===== src/hdl/kmsd_pkg.sv =====
// Shared types and constants for the key matrix scan and debounce block.
`default_nettype none

package kmsd_pkg;

  localparam int ROW_W  = 3;
  localparam int COL_W  = 17;
  localparam int CNT_W  = 8;
  localparam int ONES_W = $clog2(COL_W + 1);

  localparam logic [CNT_W-1:0] DEBOUNCE_RESET = 8'd5;

  typedef struct packed {
    logic [ROW_W-1:0] row_index;
    logic [COL_W-1:0] column_lines;
    logic             scan_end;
  } item_t;

  typedef struct packed {
    logic [COL_W-1:0] row_state;
    logic             settled;
    logic [CNT_W-1:0] pressed_count;
  } result_t;

endpackage

`default_nettype wire


===== src/hdl/kmsd_matrix.sv =====
// Sample and debounced matrix state with the per-row update and key count.
`default_nettype none

module kmsd_matrix
  import kmsd_pkg::*;
#(
  parameter int ROW_COUNT    = 8,
  parameter int COLUMN_COUNT = 17
) (
  input  wire logic             clk,
  input  wire logic             rst,
  input  wire logic             step,
  input  wire item_t            item,
  input  wire logic [CNT_W-1:0] debounce_scans,
  output      result_t          result
);

  localparam int IDX_W = (ROW_COUNT > 1) ? $clog2(ROW_COUNT) : 1;
  localparam int TOT_W = $clog2(ROW_COUNT * COL_W + 1);
  localparam logic [COL_W-1:0] COL_MASK = (COLUMN_COUNT >= COL_W) ? {COL_W{1'b1}} :
                                          COL_W'((64'd1 << COLUMN_COUNT) - 64'd1);

  logic [COL_W-1:0]  sampled     [ROW_COUNT];
  logic [COL_W-1:0]  debounced   [ROW_COUNT];
  logic [ONES_W-1:0] sample_ones [ROW_COUNT];
  logic [TOT_W-1:0]  sample_total;
  logic [TOT_W-1:0]  debounced_total;
  logic [CNT_W-1:0]  countdown;

  logic [IDX_W-1:0]  ridx;
  logic              row_ok;
  logic [COL_W-1:0]  cols;
  logic [ONES_W-1:0] new_ones;
  logic              wr;
  logic [CNT_W-1:0]  reload;
  logic [CNT_W-1:0]  cd_loaded;
  logic              tick;
  logic              copy;
  logic [CNT_W-1:0]  countdown_next;
  logic [TOT_W-1:0]  sample_total_next;
  logic [TOT_W-1:0]  debounced_total_next;

  always_comb begin
    ridx      = IDX_W'(item.row_index);
    row_ok    = 32'(item.row_index) < ROW_COUNT;
    cols      = ~item.column_lines & COL_MASK;
    new_ones  = ONES_W'($countones(cols));
    wr        = row_ok && (sampled[ridx] != cols);
    reload    = (debounce_scans == '0) ? CNT_W'(1) : debounce_scans;
    cd_loaded = wr ? reload : countdown;
    tick      = item.scan_end && (cd_loaded != '0);
    countdown_next = tick ? cd_loaded - CNT_W'(1) : cd_loaded;
    copy      = tick && (countdown_next == '0);
    sample_total_next = wr ? sample_total - TOT_W'(sample_ones[ridx]) + TOT_W'(new_ones)
                           : sample_total;
    debounced_total_next = copy ? sample_total_next : debounced_total;

    if (!row_ok) begin
      result.row_state = '0;
    end else if (copy) begin
      result.row_state = cols;
    end else begin
      result.row_state = debounced[ridx];
    end
    result.settled = (countdown_next == '0);
    result.pressed_count = (32'(debounced_total_next) > 32'd255) ? {CNT_W{1'b1}} :
                           CNT_W'(debounced_total_next);
  end

  always_ff @(posedge clk) begin
    if (rst) begin
      for (int i = 0; i < ROW_COUNT; i++) begin
        sampled[i]     <= '0;
        debounced[i]   <= '0;
        sample_ones[i] <= '0;
      end
      sample_total    <= '0;
      debounced_total <= '0;
      countdown       <= DEBOUNCE_RESET;
    end else if (step) begin
      if (wr) begin
        sampled[ridx]     <= cols;
        sample_ones[ridx] <= new_ones;
      end
      if (copy) begin
        for (int i = 0; i < ROW_COUNT; i++) begin
          debounced[i] <= (wr && (ridx == IDX_W'(i))) ? cols : sampled[i];
        end
      end
      sample_total    <= sample_total_next;
      debounced_total <= debounced_total_next;
      countdown       <= countdown_next;
    end
  end

endmodule

`default_nettype wire


===== src/hdl/key_matrix_scan_debounce_top.sv =====
// Top level of the key matrix scanner with whole-matrix debounce.
//
// One row reading is taken per cycle while in_stall is low. A reading lands in an input register,
// is applied to the sample matrix, countdown and debounced matrix once the result register is
// free, and the result register holds what it produced. The sustained rate is one item per
// clock while out_stall does not block the result, set by the row update in the matrix; the key
// count is kept as running per-row totals so no wide sum is formed. debounce_scans is to be
// written by the user through cfg_valid/cfg_ready (always ready) only while idle; the block
// itself does not enforce this; a new value only changes the reload, not a running countdown.
`default_nettype none

module key_matrix_scan_debounce_top
  import kmsd_pkg::*;
#(
  parameter int ROW_COUNT    = 8,
  parameter int COLUMN_COUNT = 17
) (
  input  wire logic             clk,
  input  wire logic             rst,
  input  wire logic             in_valid,
  output      logic             in_stall,
  input  wire logic [ROW_W-1:0] row_index,
  input  wire logic [COL_W-1:0] column_lines,
  input  wire logic             scan_end,
  output      logic             out_valid,
  input  wire logic             out_stall,
  output      logic [COL_W-1:0] row_state,
  output      logic             settled,
  output      logic [CNT_W-1:0] pressed_count,
  input  wire logic             cfg_valid,
  output      logic             cfg_ready,
  input  wire logic [CNT_W-1:0] cfg_data
);

  logic             s1_valid;
  item_t            s1_item;
  result_t          res;
  result_t          out_res;
  logic [CNT_W-1:0] debounce_scans;
  logic             out_free;
  logic             step;

  assign out_free  = !out_valid || !out_stall;
  assign step      = s1_valid && out_free;
  assign in_stall  = s1_valid && !out_free;
  assign cfg_ready = 1'b1;

  always_ff @(posedge clk) begin
    if (rst) begin
      s1_valid       <= 1'b0;
      out_valid      <= 1'b0;
      debounce_scans <= DEBOUNCE_RESET;
    end else begin
      if (in_valid && !in_stall) begin
        s1_valid <= 1'b1;
      end else if (step) begin
        s1_valid <= 1'b0;
      end
      if (step) begin
        out_valid <= 1'b1;
      end else if (!out_stall) begin
        out_valid <= 1'b0;
      end
      if (cfg_valid && cfg_ready) begin
        debounce_scans <= cfg_data;
      end
    end
  end

  always_ff @(posedge clk) begin
    if (in_valid && !in_stall) begin
      s1_item.row_index    <= row_index;
      s1_item.column_lines <= column_lines;
      s1_item.scan_end     <= scan_end;
    end
    if (step) begin
      out_res <= res;
    end
  end

  kmsd_matrix #(
    .ROW_COUNT    (ROW_COUNT),
    .COLUMN_COUNT (COLUMN_COUNT)
  ) u_matrix (
    .clk            (clk),
    .rst            (rst),
    .step           (step),
    .item           (s1_item),
    .debounce_scans (debounce_scans),
    .result         (res)
  );

  assign row_state     = out_res.row_state;
  assign settled       = out_res.settled;
  assign pressed_count = out_res.pressed_count;

  // a held reading always moves on once the result slot is free
  a_s1_advance: assert property (@(posedge clk) disable iff (rst)
    s1_valid && !out_valid |=> out_valid)
    else $error("pending reading did not reach the result register");

  // a transfer in always fills the input register
  a_in_capture: assert property (@(posedge clk) disable iff (rst)
    in_valid && !in_stall |=> s1_valid)
    else $error("input transfer lost");

  // input side stalls only behind a blocked result
  a_stall_cause: assert property (@(posedge clk) disable iff (rst)
    in_stall |-> s1_valid && out_valid && out_stall)
    else $error("input stalled without a blocked result");

endmodule

`default_nettype wire


===== config.mk =====
export PLATFORM = sky130hd
export DESIGN_NAME = key_matrix_scan_debounce_top
export DESIGN_NICKNAME = d
export VERILOG_FILES = /design/src/hdl/kmsd_pkg.sv /design/src/hdl/kmsd_matrix.sv /design/src/hdl/key_matrix_scan_debounce_top.sv
export SDC_FILE = /design/constraint.sdc
export NUM_CORES = 1
export LEC_CHECK = 0
export ABC_AREA = 1
export BUFFER_PORTS_ARGS = -buffer_cell sky130_fd_sc_hd__clkbuf_2
export CAP_MARGIN = 40
export CORE_MARGIN = 2
export CORE_UTILIZATION = 40
export DETAILED_ROUTE_END_ITERATION = 10
export PLACE_DENSITY_LB_ADDON = 0.15
export SLEW_MARGIN = 40
export SYNTH_ARGS = -nofsm -noshare
export SYNTH_HDL_FRONTEND = slang
export SYNTH_SLANG_ARGS = --single-unit

===== constraint.sdc =====
create_clock -name clk -period 15.6 [get_ports clk]
set_input_delay 0.78 -clock clk [delete_from_list [all_inputs] [get_ports clk]]
set_output_delay 0.78 -clock clk [all_outputs]
set_load 0.03 [all_outputs]

==> flow_summary.yaml, run 1 <==
placed_design:
  placed_cell_area_um2: 21070
  dp_hpwl_um: 36480
  gp_congestion: 0.8639
  port_buffers: 61
global_route:
  grt_pass1_vias: 15606
  grt_usage_pct: 24.80
  overflow: 0
  grt_pass1_wl_um: 97380
  grt_antenna_before_repair: 0
  grt_max_degree: 84
logic_synthesis:
  syn_area_um2: 20300
  synth_cell_type_count: 40
  synth_edf_count: 359
  synthTopCellsByArea: "edfxtp_1, nand2_1, nor2_1"
  synthCells: 2252
  ys_seq_area_share_pct: 56.76
  ys_seq_elements: 396
  yosys_most_used_dff: "edfxtp_1"
  synth_area_per_cell_um2: 9.013
  yosys.area.top_type: "edfxtp_1"
  synth-async-reset-ratio_pct: 0
  synth_top_area_share_pct: 53.11
  synth_most_common_cell: "nand2_1"
  synth_common_cells: "nand2_1, edfxtp_1, nor2_1"
  synth_warnings: 0
  syn-num-nets: 2325
floorplan:
  die-area_um2: 52560
  pin_count: 63
  start_util_pct: 40.46
  rows: 82
  core-area_um2: 50170
  die_y_um: 229.3
  die_x_um: 229.3
final_layout:
  seqCellArea_um2: 11530
  diodes: 0
  syn_to_final_growth_pct: 10.49
  drive_above_1_share_pct: 11.90
  nets: 2299
  postLayoutCoreUtil_pct: 44.70
  n_fill_cell: 4812
  multi_input_area_um2: 7442
  design_area_um2: 22430
routing:
  first_iter_violations: 1697
  ant_nets: 0
  vias: 15813
  avgViaCountPerCell: 5.393
  wl_per_cell_um: 21.97
  totalWireLength_um: 64420
  firstDrtPassIters: 5
  drc: 0
clocking:
  ctsHoldBuffers: 0
  clk_pin_slew_ps: 60
  cts_resized: 0
  cts_setup_buffers: 0
  clockBufferDepth: 3
  cts_buffers: 45
  insertion_delay_ps: 580
  cts-root-buf: "clkbuf_16"
  htreeDepth: 2
  cts_tree: "done"
  clock_sinks: 396
worst_setup_path:
  endpoint_kind: "flip-flop"
  cp_data_required_time_ps: 15800
  crit_type: "flip-flop to flip-flop"
  start_kind: "flip-flop"
  cp_data_arrival_time_ps: 7670
  slowest_stage: "buf_4"
  path_max_fanout: 67
  cpPeakStageDelay_ps: 780
  crit_top_cell: "nand2_1"
sta:
  rsz0062_at_grt: "no"
  finClkSkew_ps: 29.23
  finalCritPeriodShare_pct: 47.84
  tightest_slew_ps: 832.5
  slew_viol_final: 0
  finalSetupTns_ps: 0
  final_hold_viol_count: 0
  fmax_mhz: 134.0
  relSlewSlack_pct: 44.29
  finalSetupViolations: 0
  period_needed_ps: 7463
power:
  ir_worst_vdd_uv: 84.40
  p_leak_nw: 9.299
  finalPower_mw: 3.104
  powerDensity_nw_per_um2: 138.4
job:
  drv_cap: 0
hold_path:
  hp-class: "input pin to flip-flop"
outcome:
  status: "finished clean"
-- layout by cell type (no fill, tap or decap), types with 9 or more instances in the layout --
| master | n |
|---|---|
| nand2_1 | 450 |
| edfxtp_1 | 359 |
| nor2_1 | 318 |
| o21ai_0 | 215 |
| inv_1 | 186 |
| nand3_1 | 136 |
| a21oi_1 | 114 |
| nor2_2 | 82 |
| clkbuf_2 | 61 |
| clkbuf_16 | 47 |
| dfxtp_1 | 35 |
| o21ai_1 | 23 |
| o22ai_1 | 22 |
| ha_1 | 22 |
| nand2_4 | 20 |
| buf_4 | 19 |
| a32o_1 | 17 |
| fa_1 | 17 |
| clkbuf_1 | 17 |
| clkinv_1 | 15 |
| nand4_1 | 11 |
| nor3_1 | 9 |
-- metal layers --
metal / share of wire, % / track usage [%]
met5: 0 / 0
met1: 43 / 33.37
met3: 6.8 / 3.710
met2: 47 / 41.20
met4: 3.2 / 8.015
-- where the power goes --
| part | leakage (nW) | total (mW) | internal [mW] | switching [mW] |
|---|---|---|---|---|
| clock network | 0.649 | 0.982 | 0.555 | 0.427 |
| registers | 3.95 | 1.25 | 1.22 | 0.0325 |
| logic | 4.70 | 0.871 | 0.279 | 0.592 |
| total | 9.30 | 3.10 | 2.05 | 1.05 |
-- metrics by stage --
stage | setup slack (ps) | std cells | hold WS, ps
floorplan | 9313 | 2252 | 429.7
global placement | 8097 | 2849 | 459.7
detailed placement | 8005 | 2850 | 462.7
CTS | 7981 | 2931 | 340.6
global route | 7426 | 2932 | 353.3
finish | 8137 | 2932 | 371.6
-- final cells by class --
cell class,count,share of cell area [%]
Sequential cell,396,51.40
Multi-Input combinational cell,1496,33.18
Clock buffer,65,5.590
Tap cell,672,3.749
Inverter,200,3.370
Timing Repair Buffer,87,2.388
Clock inverter,16,0.3236
-- logic make-up after synthesis --
group	after synthesis	share of synthesized area, %
AO/OA/AOI/OAI	404	10.69
XOR/XNOR	9	0.3884
adder cells (fa/ha/maj)	39	3.033
buffers and inverters	360	7.415
flip-flops	396	56.76
multiplexers	1	0.05547
other	1	0.01847
AND/OR/NAND/NOR	1042	21.64
-- registers in the layout, summed over array words and instances (netlist names), named ones only --
name / flops
debounce_scans: 8
u_matrix.debounced_total: 8
settled: 1
s1_item: 21
u_matrix.countdown: 8
u_matrix.sampled: 136
u_matrix.debounced: 136
u_matrix.sample_ones: 40
pressed_count: 8
out_valid: 1
u_matrix.sample_total: 8
row_state: 17
s1_valid: 1
-- worst max-delay path: cells and delay by family (launching register included) --
| kind | cells | cell delay (ps) |
|---|---|---|
| adders and majority gates | 1 | 260 |
| AOI/OAI and AO/OA | 1 | 100 |
| and+or+nand+nor | 21 | 3100 |
| DFF | 1 | 310 |
| buffers and inverters | 6 | 3160 |
-- worst paths after layout --
path                                                                from                                  endpoint  slack [ps]  depth (start not counted)
worst max register to register                                 flip-flop    u_matrix.debounced[4][9]$_SDFFCE_PN0P_        8140                         29
worst min-delay path                                    column_lines[15]                     s1_item[16]$_DFFE_PP_         370                          1
worst max-delay path                                           flip-flop    u_matrix.debounced[4][9]$_SDFFCE_PN0P_        8140                         29
worst min register to register  u_matrix.debounced_total[0]$_SDFFE_PP0P_  u_matrix.debounced_total[0]$_SDFFE_PP0P_         470                          2
No activity file was read; power rests on OpenSTA's default activity.
==> run 2: changes to the inputs <==
- clock period: 15.6 -> 6 ns (I/O delays scaled with it)
==> run 2 against run 1 <==
Compared with the run above:
- clock-buffer cell count decreased by 11
- cell count up 3.8%
- non-clock buffer count up 105
- sequential power increased to 2.6 times the previous value
- combinational power rose to 3.2 times the previous value
- register-to-register slack worse by 8000 ps
- core utilization grew 2.1 points
- sequential share of layout area is 2.3 points lower
- critical endpoint is now u_matrix.debounced_total[7]$_SDFFE_PP0P_
==> flow_summary.yaml, run 2 (same netlist as run 1, synthesis figures left out) <==
global_route:
  grt_pass1_vias: 15768
  overflow: 0
  grt_usage_pct: 24.04
  grt_antenna_before_repair: 2
  top_usage_layer: "met2"
  grt_max_degree: 103
  grt_util_met2_pct: 40.11
  grt_pass1_wl_um: 95440
  grtUsageMet1_pct: 32.19
  grt.met3_usage_pct: 3.137
floorplan:
  pin_count: 63
  core-area_um2: 50170
  rows: 82
  die_y_um: 229.3
  start_util_pct: 40.46
  die_x_um: 229.3
  die-area_um2: 52560
power:
  powerDensity_nw_per_um2: 372.9
  ir_worst_vdd_uv: 416.8
  p_leak_nw: 9.823
  p_sw_share_pct: 33.25
  p_clk_share_pct: 31.5
  power_frac_comb_pct: 31.6
  power.switching_mw: 2.910
  intPower_mw: 5.842
  finalPower_mw: 8.752
  seqPwrFrac_pct: 36.9
sta:
  fmax_mhz: 169.7
  finalCritPeriodShare_pct: 98.19
  worst_slack_ps: 108.6
  relSlewSlack_pct: 44.39
  slew_viol_final: 0
  finalSetupTns_ps: 0
  final_hold_viol_count: 0
  holdWs_ps: 27.28
  tightest_slew_ps: 831.0
  rsz0062_at_grt: "yes"
  finClkSkew_ps: 20.15
  finalSetupViolations: 0
  period_needed_ps: 5891
clocking:
  insertion_delay_ps: 590
  clock_sinks: 396
  cts_tree: "done"
  clk_pin_slew_ps: 60
  cts_buffers: 46
  clockBufferDepth: 3
  cts-root-buf: "clkbuf_16"
  htreeDepth: 2
outcome:
  status: "finished clean"
worst_setup_path:
  cp_data_required_time_ps: 6520
  start_kind: "flip-flop"
  endpoint_kind: "flip-flop"
  crit_type: "flip-flop to flip-flop"
  cp_data_arrival_time_ps: 6410
  path_max_fanout: 3
routing:
  firstDrtPassIters: 6
  drc: 0
  vias: 16165
  ant_nets: 0
  first_iter_violations: 1359
  totalWireLength_um: 63520
  wl_per_cell_um: 20.88
  avgViaCountPerCell: 5.314
placed_design:
  dp.cells: 2916
  dp_hpwl_um: 39060
  placed_cell_area_um2: 21540
  port_buffers: 61
  dp_worst_setup_slack_ps: -85.37
  gp_congestion: 0.8544
job:
  drv_cap: 0
final_layout:
  instances_no_fill: 3042
  nets: 2405
  final_common_cell: "nand2_1"
  design_area_um2: 23470
  postLayoutCoreUtil_pct: 46.78
  drive_above_1_share_pct: 14.99
  top_regs: "u_matrix.debounced (136), u_matrix.sampled (136), u_matrix.sample_ones (40)"
  n_fill_cell: 4840
  mostFrequentLayoutCells: "nand2_1, edfxtp_1, nor2_1"
  syn_to_final_growth_pct: 15.62
hold_path:
  hp-class: "input pin to flip-flop"
[run 2: worst max-delay path: stages, from the launching register on]
cell	delay, ps
edfxtp_1	400
inv_2	100
ha_4	130
inv_2	30
fa_1	500
fa_1	580
fa_1	430
fa_1	520
inv_2	50
ha_4	160
fa_1	500
fa_1	580
ha_4	220
a21oi_2	140
nand2_2	80
a21oi_2	140
inv_1	60
a21oi_2	150
nor2_2	50
nor2_1	90
inv_1	60
a21oi_2	140
o21ai_1	70
a21oi_1	150
xor2_1	260
nand4_1	130
nand2_1	100
[run 2: power groups by stage]
stage / combinational (mW) / clock, mW / sequential (mW)
5_1_grt: 3.04 / 2.90 / 3.25
3_5_place_dp: 2.35 / 0 / 3.29
4_1_cts: 2.45 / 2.79 / 3.23
2_1_floorplan: 1.58 / 0 / 3.29
6_report: 2.76 / 2.76 / 3.23
3_3_place_gp: 2.32 / 0 / 3.29
[run 2: worst paths after layout]
check	end	depth (start not counted)	from	slack (ps)
max reg2reg	u_matrix.debounced_total[7]$_SDFFE_PP0P_	26	s1_item[13]$_DFFE_PP_	110
max	u_matrix.debounced_total[7]$_SDFFE_PP0P_	26	s1_item[13]$_DFFE_PP_	110
min	debounce_scans[7]$_SDFFE_PP0P_	3	cfg_data[7]	30
min reg2reg	u_matrix.debounced_total[7]$_SDFFE_PP0P_	2	u_matrix.debounced_total[7]$_SDFFE_PP0P_	460
[run 2: area by class of cell]
| class | instances | area [µm²] | area share [%] |
|---|---|---|---|
| inverter | 200 | 754.5 | 3.215 |
| clock inverter | 31 | 224.0 | 0.9543 |
| antenna | 1 | 2.502 | 0.01066 |
| clock buffer | 54 | 1234 | 5.257 |
| timing repair buffer | 192 | 1491 | 6.355 |
| tap | 672 | 840.8 | 3.583 |
| sequential | 396 | 11530 | 49.11 |
| multi-input combinational | 1496 | 7396 | 31.51 |
[run 2: timing repair]
item,4_1_cts,5_1_grt
pin swaps,4,8
setup endpoints to repair,3,7
gates resized for setup,3,24
setup buffers,2,7
hold buffers,31,0
hold endpoints to repair,30,0
[run 2: layer usage]
layer | vias to the layer above | share of wire [%]
met5 | - | 0
met2 | 570 | 47
met4 | 0 | 3.0
met3 | 100 | 6.7
li1 | 7662 | -
met1 | 7833 | 43
